==> src/hw/rtl/array_machine_instruction_executor_macros.svh <==
// Assertion macros used by the array machine controller.
// Define NO_ASSERTIONS to compile the checks out; no other dependencies.
`ifndef ARRAY_MACHINE_INSTRUCTION_EXECUTOR_MACROS_SVH
`define ARRAY_MACHINE_INSTRUCTION_EXECUTOR_MACROS_SVH
`ifndef NO_ASSERTIONS
`define AMIE_ASSERT(lbl, clk, rst_n, prop) \
    lbl: assert property (@(posedge clk) disable iff (!rst_n) prop) \
        else $error("array machine assertion failed");
`define AMIE_ASSERT_NEXT(lbl, clk, rst_n, ante, cons) \
    lbl: assert property (@(posedge clk) disable iff (!rst_n) (ante) |=> (cons)) \
        else $error("array machine assertion failed");
`else
`define AMIE_ASSERT(lbl, clk, rst_n, prop)
`define AMIE_ASSERT_NEXT(lbl, clk, rst_n, ante, cons)
`endif
`endif

==> src/hw/rtl/amie_pkg.sv <==
// Package for the array machine: transaction payloads, opcodes, fault codes,
// and the command and status structs between controller and datapath. No dependencies.
`timescale 1ns / 1ps
`default_nettype none
package amie_pkg;

    localparam logic CMD_LOAD = 1'b0;
    localparam logic CMD_EXEC = 1'b1;

    localparam logic [3:0] OP_CMOV     = 4'd0;
    localparam logic [3:0] OP_INDEX    = 4'd1;
    localparam logic [3:0] OP_AMEND    = 4'd2;
    localparam logic [3:0] OP_ADD      = 4'd3;
    localparam logic [3:0] OP_MUL      = 4'd4;
    localparam logic [3:0] OP_DIV      = 4'd5;
    localparam logic [3:0] OP_NAND     = 4'd6;
    localparam logic [3:0] OP_HALT     = 4'd7;
    localparam logic [3:0] OP_ALLOC    = 4'd8;
    localparam logic [3:0] OP_FREE     = 4'd9;
    localparam logic [3:0] OP_OUTPUT   = 4'd10;
    localparam logic [3:0] OP_INPUT    = 4'd11;
    localparam logic [3:0] OP_LOADPROG = 4'd12;
    localparam logic [3:0] OP_IMM      = 4'd13;

    localparam logic [3:0] FLT_NONE    = 4'd0;
    localparam logic [3:0] FLT_PC      = 4'd1;
    localparam logic [3:0] FLT_OPCODE  = 4'd2;
    localparam logic [3:0] FLT_ID      = 4'd3;
    localparam logic [3:0] FLT_OFFSET  = 4'd4;
    localparam logic [3:0] FLT_DIVZERO = 4'd5;
    localparam logic [3:0] FLT_ROOM    = 4'd6;
    localparam logic [3:0] FLT_CHAR    = 4'd7;
    localparam logic [3:0] FLT_FREE0   = 4'd8;

    localparam logic [31:0] EOF_WORD  = 32'hFFFF_FFFF;
    localparam logic [31:0] CHAR_MAX  = 32'd255;
    localparam int          REG_COUNT = 8;

    typedef struct packed {
        logic        cmd;
        logic [31:0] load_word;
        logic [7:0]  in_char;
        logic        in_eof;
    } t_in_item;

    typedef struct packed {
        logic        out_valid;
        logic [7:0]  out_char;
        logic        input_used;
        logic        halted;
        logic [3:0]  fault;
        logic [31:0] next_pc;
    } t_out_item;

    typedef enum logic [4:0] {
        UOP_NONE, UOP_CLEAR, UOP_TAKE, UOP_LOAD, UOP_FETCH, UOP_DECODE, UOP_READ,
        UOP_REGWR, UOP_TABRD, UOP_MEMRD, UOP_MEMWR, UOP_MEMWB, UOP_DIVINIT,
        UOP_DIVSTEP, UOP_HALT, UOP_POP, UOP_ALLOC, UOP_FREE, UOP_OUTPUT, UOP_JUMP,
        UOP_COPYINIT, UOP_COPY, UOP_PROGSET, UOP_PCINC, UOP_FAULT, UOP_RESULT
    } t_uop;

    typedef struct packed {
        t_uop       uop;
        logic [3:0] fault;
    } t_dp_cmd;

    typedef struct packed {
        logic       clear_done;
        logic       stopped;
        logic       started;
        logic       is_exec;
        logic       store_full;
        logic       pc_bad;
        logic [3:0] op;
        logic       op_bad;
        logic       x_zero;
        logic       y_zero;
        logic       y_big;
        logic       room_bad;
        logic       id_fault;
        logic       off_bad;
        logic       stack_empty;
        logic       ids_out;
        logic       div_done;
        logic       copy_done;
        logic       out_busy;
    } t_dp_status;

endpackage
`default_nettype wire

==> src/hw/rtl/amie_ctrl.sv <==
// Controller of the array machine: sequences each transaction through the
// datapath with micro-operations. Uses amie_pkg and the assertion macros.
`timescale 1ns / 1ps
`default_nettype none
`include "array_machine_instruction_executor_macros.svh"
module amie_ctrl (
    input  wire logic                 i_clk,
    input  wire logic                 i_rst_n,
    input  wire logic                 i_in_valid,
    input  wire amie_pkg::t_dp_status i_status,
    output logic                      o_in_ready,
    output amie_pkg::t_dp_cmd         o_cmd
);
    typedef enum logic [3:0] {
        S_CLR, S_IDLE, S_DISP, S_DEC, S_READ, S_EXEC, S_LOC, S_WB, S_DIV,
        S_ALLOC, S_FREE, S_PROG, S_COPY, S_FIN, S_RES
    } t_state;

    t_state r_state, n_state;

    assign o_in_ready = (r_state == S_IDLE) && !i_status.out_busy;

    always_comb begin
        n_state     = r_state;
        o_cmd.uop   = amie_pkg::UOP_NONE;
        o_cmd.fault = amie_pkg::FLT_NONE;
        unique case (r_state)
            S_CLR: begin
                o_cmd.uop = amie_pkg::UOP_CLEAR;
                if (i_status.clear_done) begin
                    n_state = S_IDLE;
                end
            end
            S_IDLE: begin
                if (i_in_valid && o_in_ready) begin
                    o_cmd.uop = amie_pkg::UOP_TAKE;
                    n_state   = S_DISP;
                end
            end
            S_DISP: begin
                n_state = S_RES;
                if (i_status.stopped) begin
                    o_cmd.uop = amie_pkg::UOP_NONE;
                end else if (!i_status.is_exec) begin
                    if (i_status.started) begin
                        o_cmd.uop = amie_pkg::UOP_NONE;
                    end else if (i_status.store_full) begin
                        o_cmd.uop   = amie_pkg::UOP_FAULT;
                        o_cmd.fault = amie_pkg::FLT_ROOM;
                    end else begin
                        o_cmd.uop = amie_pkg::UOP_LOAD;
                    end
                end else begin
                    o_cmd.uop = amie_pkg::UOP_FETCH;
                    n_state   = S_DEC;
                end
            end
            S_DEC: begin
                if (i_status.pc_bad) begin
                    o_cmd.uop   = amie_pkg::UOP_FAULT;
                    o_cmd.fault = amie_pkg::FLT_PC;
                    n_state     = S_RES;
                end else begin
                    o_cmd.uop = amie_pkg::UOP_DECODE;
                    n_state   = S_READ;
                end
            end
            S_READ: begin
                if (i_status.op_bad) begin
                    o_cmd.uop   = amie_pkg::UOP_FAULT;
                    o_cmd.fault = amie_pkg::FLT_OPCODE;
                    n_state     = S_RES;
                end else begin
                    o_cmd.uop = amie_pkg::UOP_READ;
                    n_state   = S_EXEC;
                end
            end
            S_EXEC: begin
                n_state = S_FIN;
                case (i_status.op)
                    amie_pkg::OP_CMOV, amie_pkg::OP_ADD, amie_pkg::OP_MUL,
                    amie_pkg::OP_NAND, amie_pkg::OP_IMM, amie_pkg::OP_INPUT: begin
                        o_cmd.uop = amie_pkg::UOP_REGWR;
                    end
                    amie_pkg::OP_INDEX, amie_pkg::OP_AMEND: begin
                        o_cmd.uop = amie_pkg::UOP_TABRD;
                        n_state   = S_LOC;
                    end
                    amie_pkg::OP_DIV: begin
                        if (i_status.y_zero) begin
                            o_cmd.uop   = amie_pkg::UOP_FAULT;
                            o_cmd.fault = amie_pkg::FLT_DIVZERO;
                            n_state     = S_RES;
                        end else begin
                            o_cmd.uop = amie_pkg::UOP_DIVINIT;
                            n_state   = S_DIV;
                        end
                    end
                    amie_pkg::OP_HALT: begin
                        o_cmd.uop = amie_pkg::UOP_HALT;
                        n_state   = S_RES;
                    end
                    amie_pkg::OP_ALLOC: begin
                        if (i_status.room_bad) begin
                            o_cmd.uop   = amie_pkg::UOP_FAULT;
                            o_cmd.fault = amie_pkg::FLT_ROOM;
                            n_state     = S_RES;
                        end else if (!i_status.stack_empty) begin
                            o_cmd.uop = amie_pkg::UOP_POP;
                            n_state   = S_ALLOC;
                        end else if (i_status.ids_out) begin
                            o_cmd.uop   = amie_pkg::UOP_FAULT;
                            o_cmd.fault = amie_pkg::FLT_ROOM;
                            n_state     = S_RES;
                        end else begin
                            n_state = S_ALLOC;
                        end
                    end
                    amie_pkg::OP_FREE: begin
                        if (i_status.y_zero) begin
                            o_cmd.uop   = amie_pkg::UOP_FAULT;
                            o_cmd.fault = amie_pkg::FLT_FREE0;
                            n_state     = S_RES;
                        end else begin
                            o_cmd.uop = amie_pkg::UOP_TABRD;
                            n_state   = S_FREE;
                        end
                    end
                    amie_pkg::OP_OUTPUT: begin
                        if (i_status.y_big) begin
                            o_cmd.uop   = amie_pkg::UOP_FAULT;
                            o_cmd.fault = amie_pkg::FLT_CHAR;
                            n_state     = S_RES;
                        end else begin
                            o_cmd.uop = amie_pkg::UOP_OUTPUT;
                        end
                    end
                    amie_pkg::OP_LOADPROG: begin
                        if (i_status.x_zero) begin
                            o_cmd.uop = amie_pkg::UOP_JUMP;
                            n_state   = S_RES;
                        end else begin
                            o_cmd.uop = amie_pkg::UOP_TABRD;
                            n_state   = S_PROG;
                        end
                    end
                    default: begin
                        n_state = S_RES;
                    end
                endcase
            end
            S_LOC: begin
                if (i_status.id_fault) begin
                    o_cmd.uop   = amie_pkg::UOP_FAULT;
                    o_cmd.fault = amie_pkg::FLT_ID;
                    n_state     = S_RES;
                end else if (i_status.off_bad) begin
                    o_cmd.uop   = amie_pkg::UOP_FAULT;
                    o_cmd.fault = amie_pkg::FLT_OFFSET;
                    n_state     = S_RES;
                end else if (i_status.op == amie_pkg::OP_INDEX) begin
                    o_cmd.uop = amie_pkg::UOP_MEMRD;
                    n_state   = S_WB;
                end else begin
                    o_cmd.uop = amie_pkg::UOP_MEMWR;
                    n_state   = S_FIN;
                end
            end
            S_WB: begin
                o_cmd.uop = amie_pkg::UOP_MEMWB;
                n_state   = S_FIN;
            end
            S_DIV: begin
                if (i_status.div_done) begin
                    o_cmd.uop = amie_pkg::UOP_REGWR;
                    n_state   = S_FIN;
                end else begin
                    o_cmd.uop = amie_pkg::UOP_DIVSTEP;
                end
            end
            S_ALLOC: begin
                o_cmd.uop = amie_pkg::UOP_ALLOC;
                n_state   = S_FIN;
            end
            S_FREE: begin
                if (i_status.id_fault) begin
                    o_cmd.uop   = amie_pkg::UOP_FAULT;
                    o_cmd.fault = amie_pkg::FLT_ID;
                    n_state     = S_RES;
                end else begin
                    o_cmd.uop = amie_pkg::UOP_FREE;
                    n_state   = S_FIN;
                end
            end
            S_PROG: begin
                if (i_status.id_fault) begin
                    o_cmd.uop   = amie_pkg::UOP_FAULT;
                    o_cmd.fault = amie_pkg::FLT_ID;
                    n_state     = S_RES;
                end else if (i_status.room_bad) begin
                    o_cmd.uop   = amie_pkg::UOP_FAULT;
                    o_cmd.fault = amie_pkg::FLT_ROOM;
                    n_state     = S_RES;
                end else begin
                    o_cmd.uop = amie_pkg::UOP_COPYINIT;
                    n_state   = S_COPY;
                end
            end
            S_COPY: begin
                if (i_status.copy_done) begin
                    o_cmd.uop = amie_pkg::UOP_PROGSET;
                    n_state   = S_RES;
                end else begin
                    o_cmd.uop = amie_pkg::UOP_COPY;
                end
            end
            S_FIN: begin
                o_cmd.uop = amie_pkg::UOP_PCINC;
                n_state   = S_RES;
            end
            S_RES: begin
                o_cmd.uop = amie_pkg::UOP_RESULT;
                n_state   = S_IDLE;
            end
            default: begin
                n_state = S_CLR;
            end
        endcase
    end

    always_ff @(posedge i_clk) begin
        if (!i_rst_n) begin
            r_state <= S_CLR;
        end else begin
            r_state <= n_state;
        end
    end

    `AMIE_ASSERT_NEXT(a_take_dispatch, i_clk, i_rst_n, i_in_valid && o_in_ready, r_state == S_DISP)
    `AMIE_ASSERT(a_result_slot_free, i_clk, i_rst_n, (o_cmd.uop == amie_pkg::UOP_RESULT) |-> !i_status.out_busy)
    `AMIE_ASSERT(a_copy_after_start, i_clk, i_rst_n, (o_cmd.uop == amie_pkg::UOP_COPY) |-> i_status.started)
endmodule
`default_nettype wire

==> config.mk <==
export PLATFORM = sky130hd
export DESIGN_NAME = amie_ctrl
export DESIGN_NICKNAME = d
export VERILOG_FILES = /design/src/hw/rtl/amie_pkg.sv /design/src/hw/rtl/amie_ctrl.sv
export VERILOG_INCLUDE_DIRS = /design/src /design/src/hw/rtl
export SDC_FILE = /design/constraint.sdc
export NUM_CORES = 1
export LEC_CHECK = 0
export BUFFER_PORTS_ARGS = -buffer_cell sky130_fd_sc_hd__clkbuf_2
export CORE_ASPECT_RATIO = 0.6
export CORE_UTILIZATION = 51
export DETAILED_ROUTE_END_ITERATION = 6
export GPL_TIMING_DRIVEN = 0
export HOLD_SLACK_MARGIN = 0.12
export PLACE_DENSITY = 0.85
export SYNTH_ARGS = -nofsm -noshare
export SYNTH_HDL_FRONTEND = slang
export SYNTH_SLANG_ARGS = --single-unit
==> constraint.sdc <==
create_clock -name i_clk -period 2.5 [get_ports i_clk]
set_input_delay 0.125 -clock i_clk [delete_from_list [all_inputs] [get_ports i_clk]]
set_output_delay 0.125 -clock i_clk [all_outputs]
set_load 0.1 [all_outputs]
### Word level (Yosys, flattened, before mapping)

Index checks and enable logic that the tools add are counted.

* bits in registers: 4

* reductions and logical operators: 9
* equality and inequality tests: 31
* muxes and demuxes: 62

Operators by type and width (number)
* two-way mux 4 bit: 22
* case mux 5 bit (15 select lines): 1
* case mux 4 bit (14 select lines): 1
* case mux 4 bit (7 select lines): 2
* two-way mux 5 bit: 11
* == test 4 bit (second input constant): 13
* case mux 5 bit (8 select lines): 1
* == test 4 x 3 -> 1 bit (second input constant): 8
* two-way mux 3 bit: 10
* two-way mux 9 bit: 3
* == test 4 x 2 -> 1 bit (second input constant): 4
* two-way mux 2 bit: 8
* case mux 4 bit (4 select lines): 1
* == test 4 x 1 -> 1 bit (second input constant): 2
* logical NOT 4 bit: 2
* two-way mux 8 bit: 1
* != test 2 bit (second input constant): 3
* OR reduction 6 bit: 1
* AND reduction 4 bit: 1
* OR reduction 2 bit: 2
* logical AND 1 bit: 2
* != test 2 x 1 -> 1 bit (second input constant): 1
* logical NOT 1 bit: 1
* two-way mux 1 bit: 1

### Logic depth before layout (Yosys ltp)

* word-level depth: 5
* mapped depth: 7

### Worst setup path before layout

No wires, ideal clock.

* path kind: flip-flop to output port
* from: register r_state[2]
* to: output o_cmd[1] (netlist name)
* data arrival time: 3.049 ns
* path buffers: 1
* setup slack: -0.674 ns
* cell stages (with the launch flop): 5
* path through: dfxtp_1 buf_6 nor2b_4 nand2_2 o311ai_1

RTL lines
* start: declaration: line amie_ctrl.sv:19 `t_state r_state, n_state;`
* start signal: assignment: line amie_ctrl.sv:235 `r_state <= n_state;`
* end: declaration: line amie_ctrl.sv:12 `output amie_pkg::t_dp_cmd o_cmd`

==> results.yml <==
clock_network:
  cts_root_buf: "clkbuf_8"
  cts.repair.resized: 0
  clockBufferDepth: 2
  worstSkewPairLatency_ps: 220
  cts_hold_buffers: 0
  path_clk_slew_ps: 30
  cts_buffers: 3
  clkSinkCount: 4
  cts_max_level: 1
  cts_tree: "done"
  cts_setup_buffers: 0
placement:
  dp_slack_ps: 488
  dp_hpwl_um: 3920
  portBuffers: 32
  dp.cells: 272
  place_congestion: 1.02
cells_and_area:
  final_common_cell: "clkbuf_2"
  area_growth_syn_to_layout_pct: 18.2
  finalNetCount: 270
  diodes: 0
  reg_top3: "r_state (4)"
  top_register: "r_state"
  layout_common_cells: "clkbuf_2 (32), nand2_1 (19), nor2_1 (16), a31oi_1 (12)"
  drive_gt1_frac: 0.317
  fin_cells: 275
  fill_cells: 241
  final_util: 0.656
  largest_reg_flops: 4
timing:
  fmax_mhz: 441
  hold_viol_final: 0
  setup_ws_ps: 231
  setup-violations-final: 0
  rsz0062_at_grt: "false"
  slew_violations: 0
  setup_tns_ps: 0
  post-route-period-util: 0.907
  tightest_slew_ps: 543
  fin_worst_skew_ps: 2.51
  relSlewSlack: 0.639
  min_period_ps: 2270
min_path:
  hold_path.class: "in2reg"
grt:
  grt_pass1_wl_um: 8070
  gr-total-overflow: 0
  grt_use_total: 0.345
  grt_pass1_vias: 1546
  antenna_found_initial: 0
  grt_start_max_net_pins: 11
synth:
  synth-seq-cells: 4
  syn_nets: 233
  synth_seq_area_share: 0.0560
  syn_inst: 208
  synth_edf_count: 0
  ys_types: 62
  synth_ff_type: "dfxtp_1"
  yosysWarnings: 0
  async_flop_share: 0
  postSynthAreaPerCell_um2: 6.88
  netlist_area_mm2: 0.00143
floorplan:
  fp.dieH_um: 43.0
  core_mm2: 0.00257
  die-area_mm2: 0.00303
  die_w_um: 70.4
  rows: 14
  ios: 35
  start_util: 0.555
detailed_routing:
  vias_per_cell: 6.73
  wl_um: 4930
  detail_route.iter0.violations: 333
  firstDrtPassIters: 6
  vias: 1850
  detail-route-antenna-nets: 0
  drc: 0
  wl_per_cell_um: 17.9
power:
  power_density_mw_per_mm2: 1020
  leakage_nw: 0.666
  ir_drop_v: 0.000774
setup_path:
  criticalPathCategory: "reg2out"
  path_cells: "buf_6 -> nor2b_4 -> nand2_2 -> a31oi_1 -> a211oi_2 -> o211ai_1 -> clkbuf_2"
  slowest_stage: "clkbuf_2"
  crit_path_start_kind: "flop"
  worst-path-buf-inv: 2
  crit_path_max_fanout: 10
  crit_arrival_ps: 2140
  cp-end-kind: "primary output"
  worstPathRequired_ps: 2380
  crit_family: "buffers and inverters"
  max_stage_delay_ps: 490
flow_run:
  cap_violations: 0
outcome:
  status: "finished, final reports clean"
==> layer usage <==
metal | global-route usage | vias up | part of all wire
li1 | - | 871 | -
met1 | 0.563 | 820 | 0.47
met2 | 0.417 | 147 | 0.36
met3 | 0.0950 | 12 | 0.16
met4 | 0.0760 | 0 | 0.0081
met5 | 0 | - | 0
==> cells in the mapped netlist (3+ instances only) <==
library cell,count,area [um2]
nand2b_1,11,68.8
buf_4,6,45.0
buf_2,5,25.0
nand2_1,19,71.3
a31oi_1,12,75.1
a32oi_1,3,26.3
nor2b_1,4,25.0
nor2_1,16,60.1
a21oi_1,11,55.1
o21ai_1,6,30.0
nand3b_1,4,30.0
nor3b_1,3,22.5
o21ai_0,11,55.1
dfxtp_1,4,80.1
nand3_1,8,40.0
buf_6,7,78.8
o211ai_1,5,37.5
inv_1,5,18.8
nor3_1,8,40.0
nand4_1,4,25.0
==> cells by family after synthesis <==
logic type / Yosys count / synth area share
buf+inv: 27 / 0.130
compound gates: 78 / 0.388
simple gates: 98 / 0.419
mux: 1 / 0.00700
flops: 4 / 0.0560
==> final timing paths <==
kind                                  from          to  slack [ps]  depth (start not counted)
worst max-delay path            r_state[2]    o_cmd[5]         230                          7
worst min-delay path               i_rst_n  r_state[3]         180                          2
worst max register to register  r_state[2]  r_state[0]        1030                          7
worst min register to register  r_state[1]  r_state[2]         770                          4
==> worst register-to-register path, cell delays in order, from the launching register on <==
cell and delay, ps:
dfxtp_1 310, buf_6 150, nor2b_4 240, and2_4 170
buf_6 120, nand2_1 50, a21oi_1 180, o31a_1 170
==> area by class of cell <==
cell class	count	area, um2	area share
clock buffer	3	41.3	0.0244
inverter	6	22.5	0.0133
multi-input combinational	177	1180	0.699
buffer	21	164	0.0970
sequential	4	80.1	0.0474
tap	32	40.0	0.0237
timing repair buffer	32	160	0.0947
==> metrics by stage <==
step / area, um2 / total power [mW] / hold slack (ps)
after detailed placement: 1650 / 1.56 / 381
after global routing: 1690 / 1.83 / 166
after global placement: 1650 / 1.58 / 383
after floorplan: 1450 / 1.29 / 243
after CTS: 1690 / 1.71 / 159
final: 1690 / 1.73 / 176
==> power by group <==
part	switching [mW]	internal, mW	total, mW
combinational	1.08	0.421	1.50
sequential	0.00702	0.0896	0.0966
clock	0.0335	0.103	0.136
total	1.12	0.614	1.73
Power figures use the tool's default switching activity.
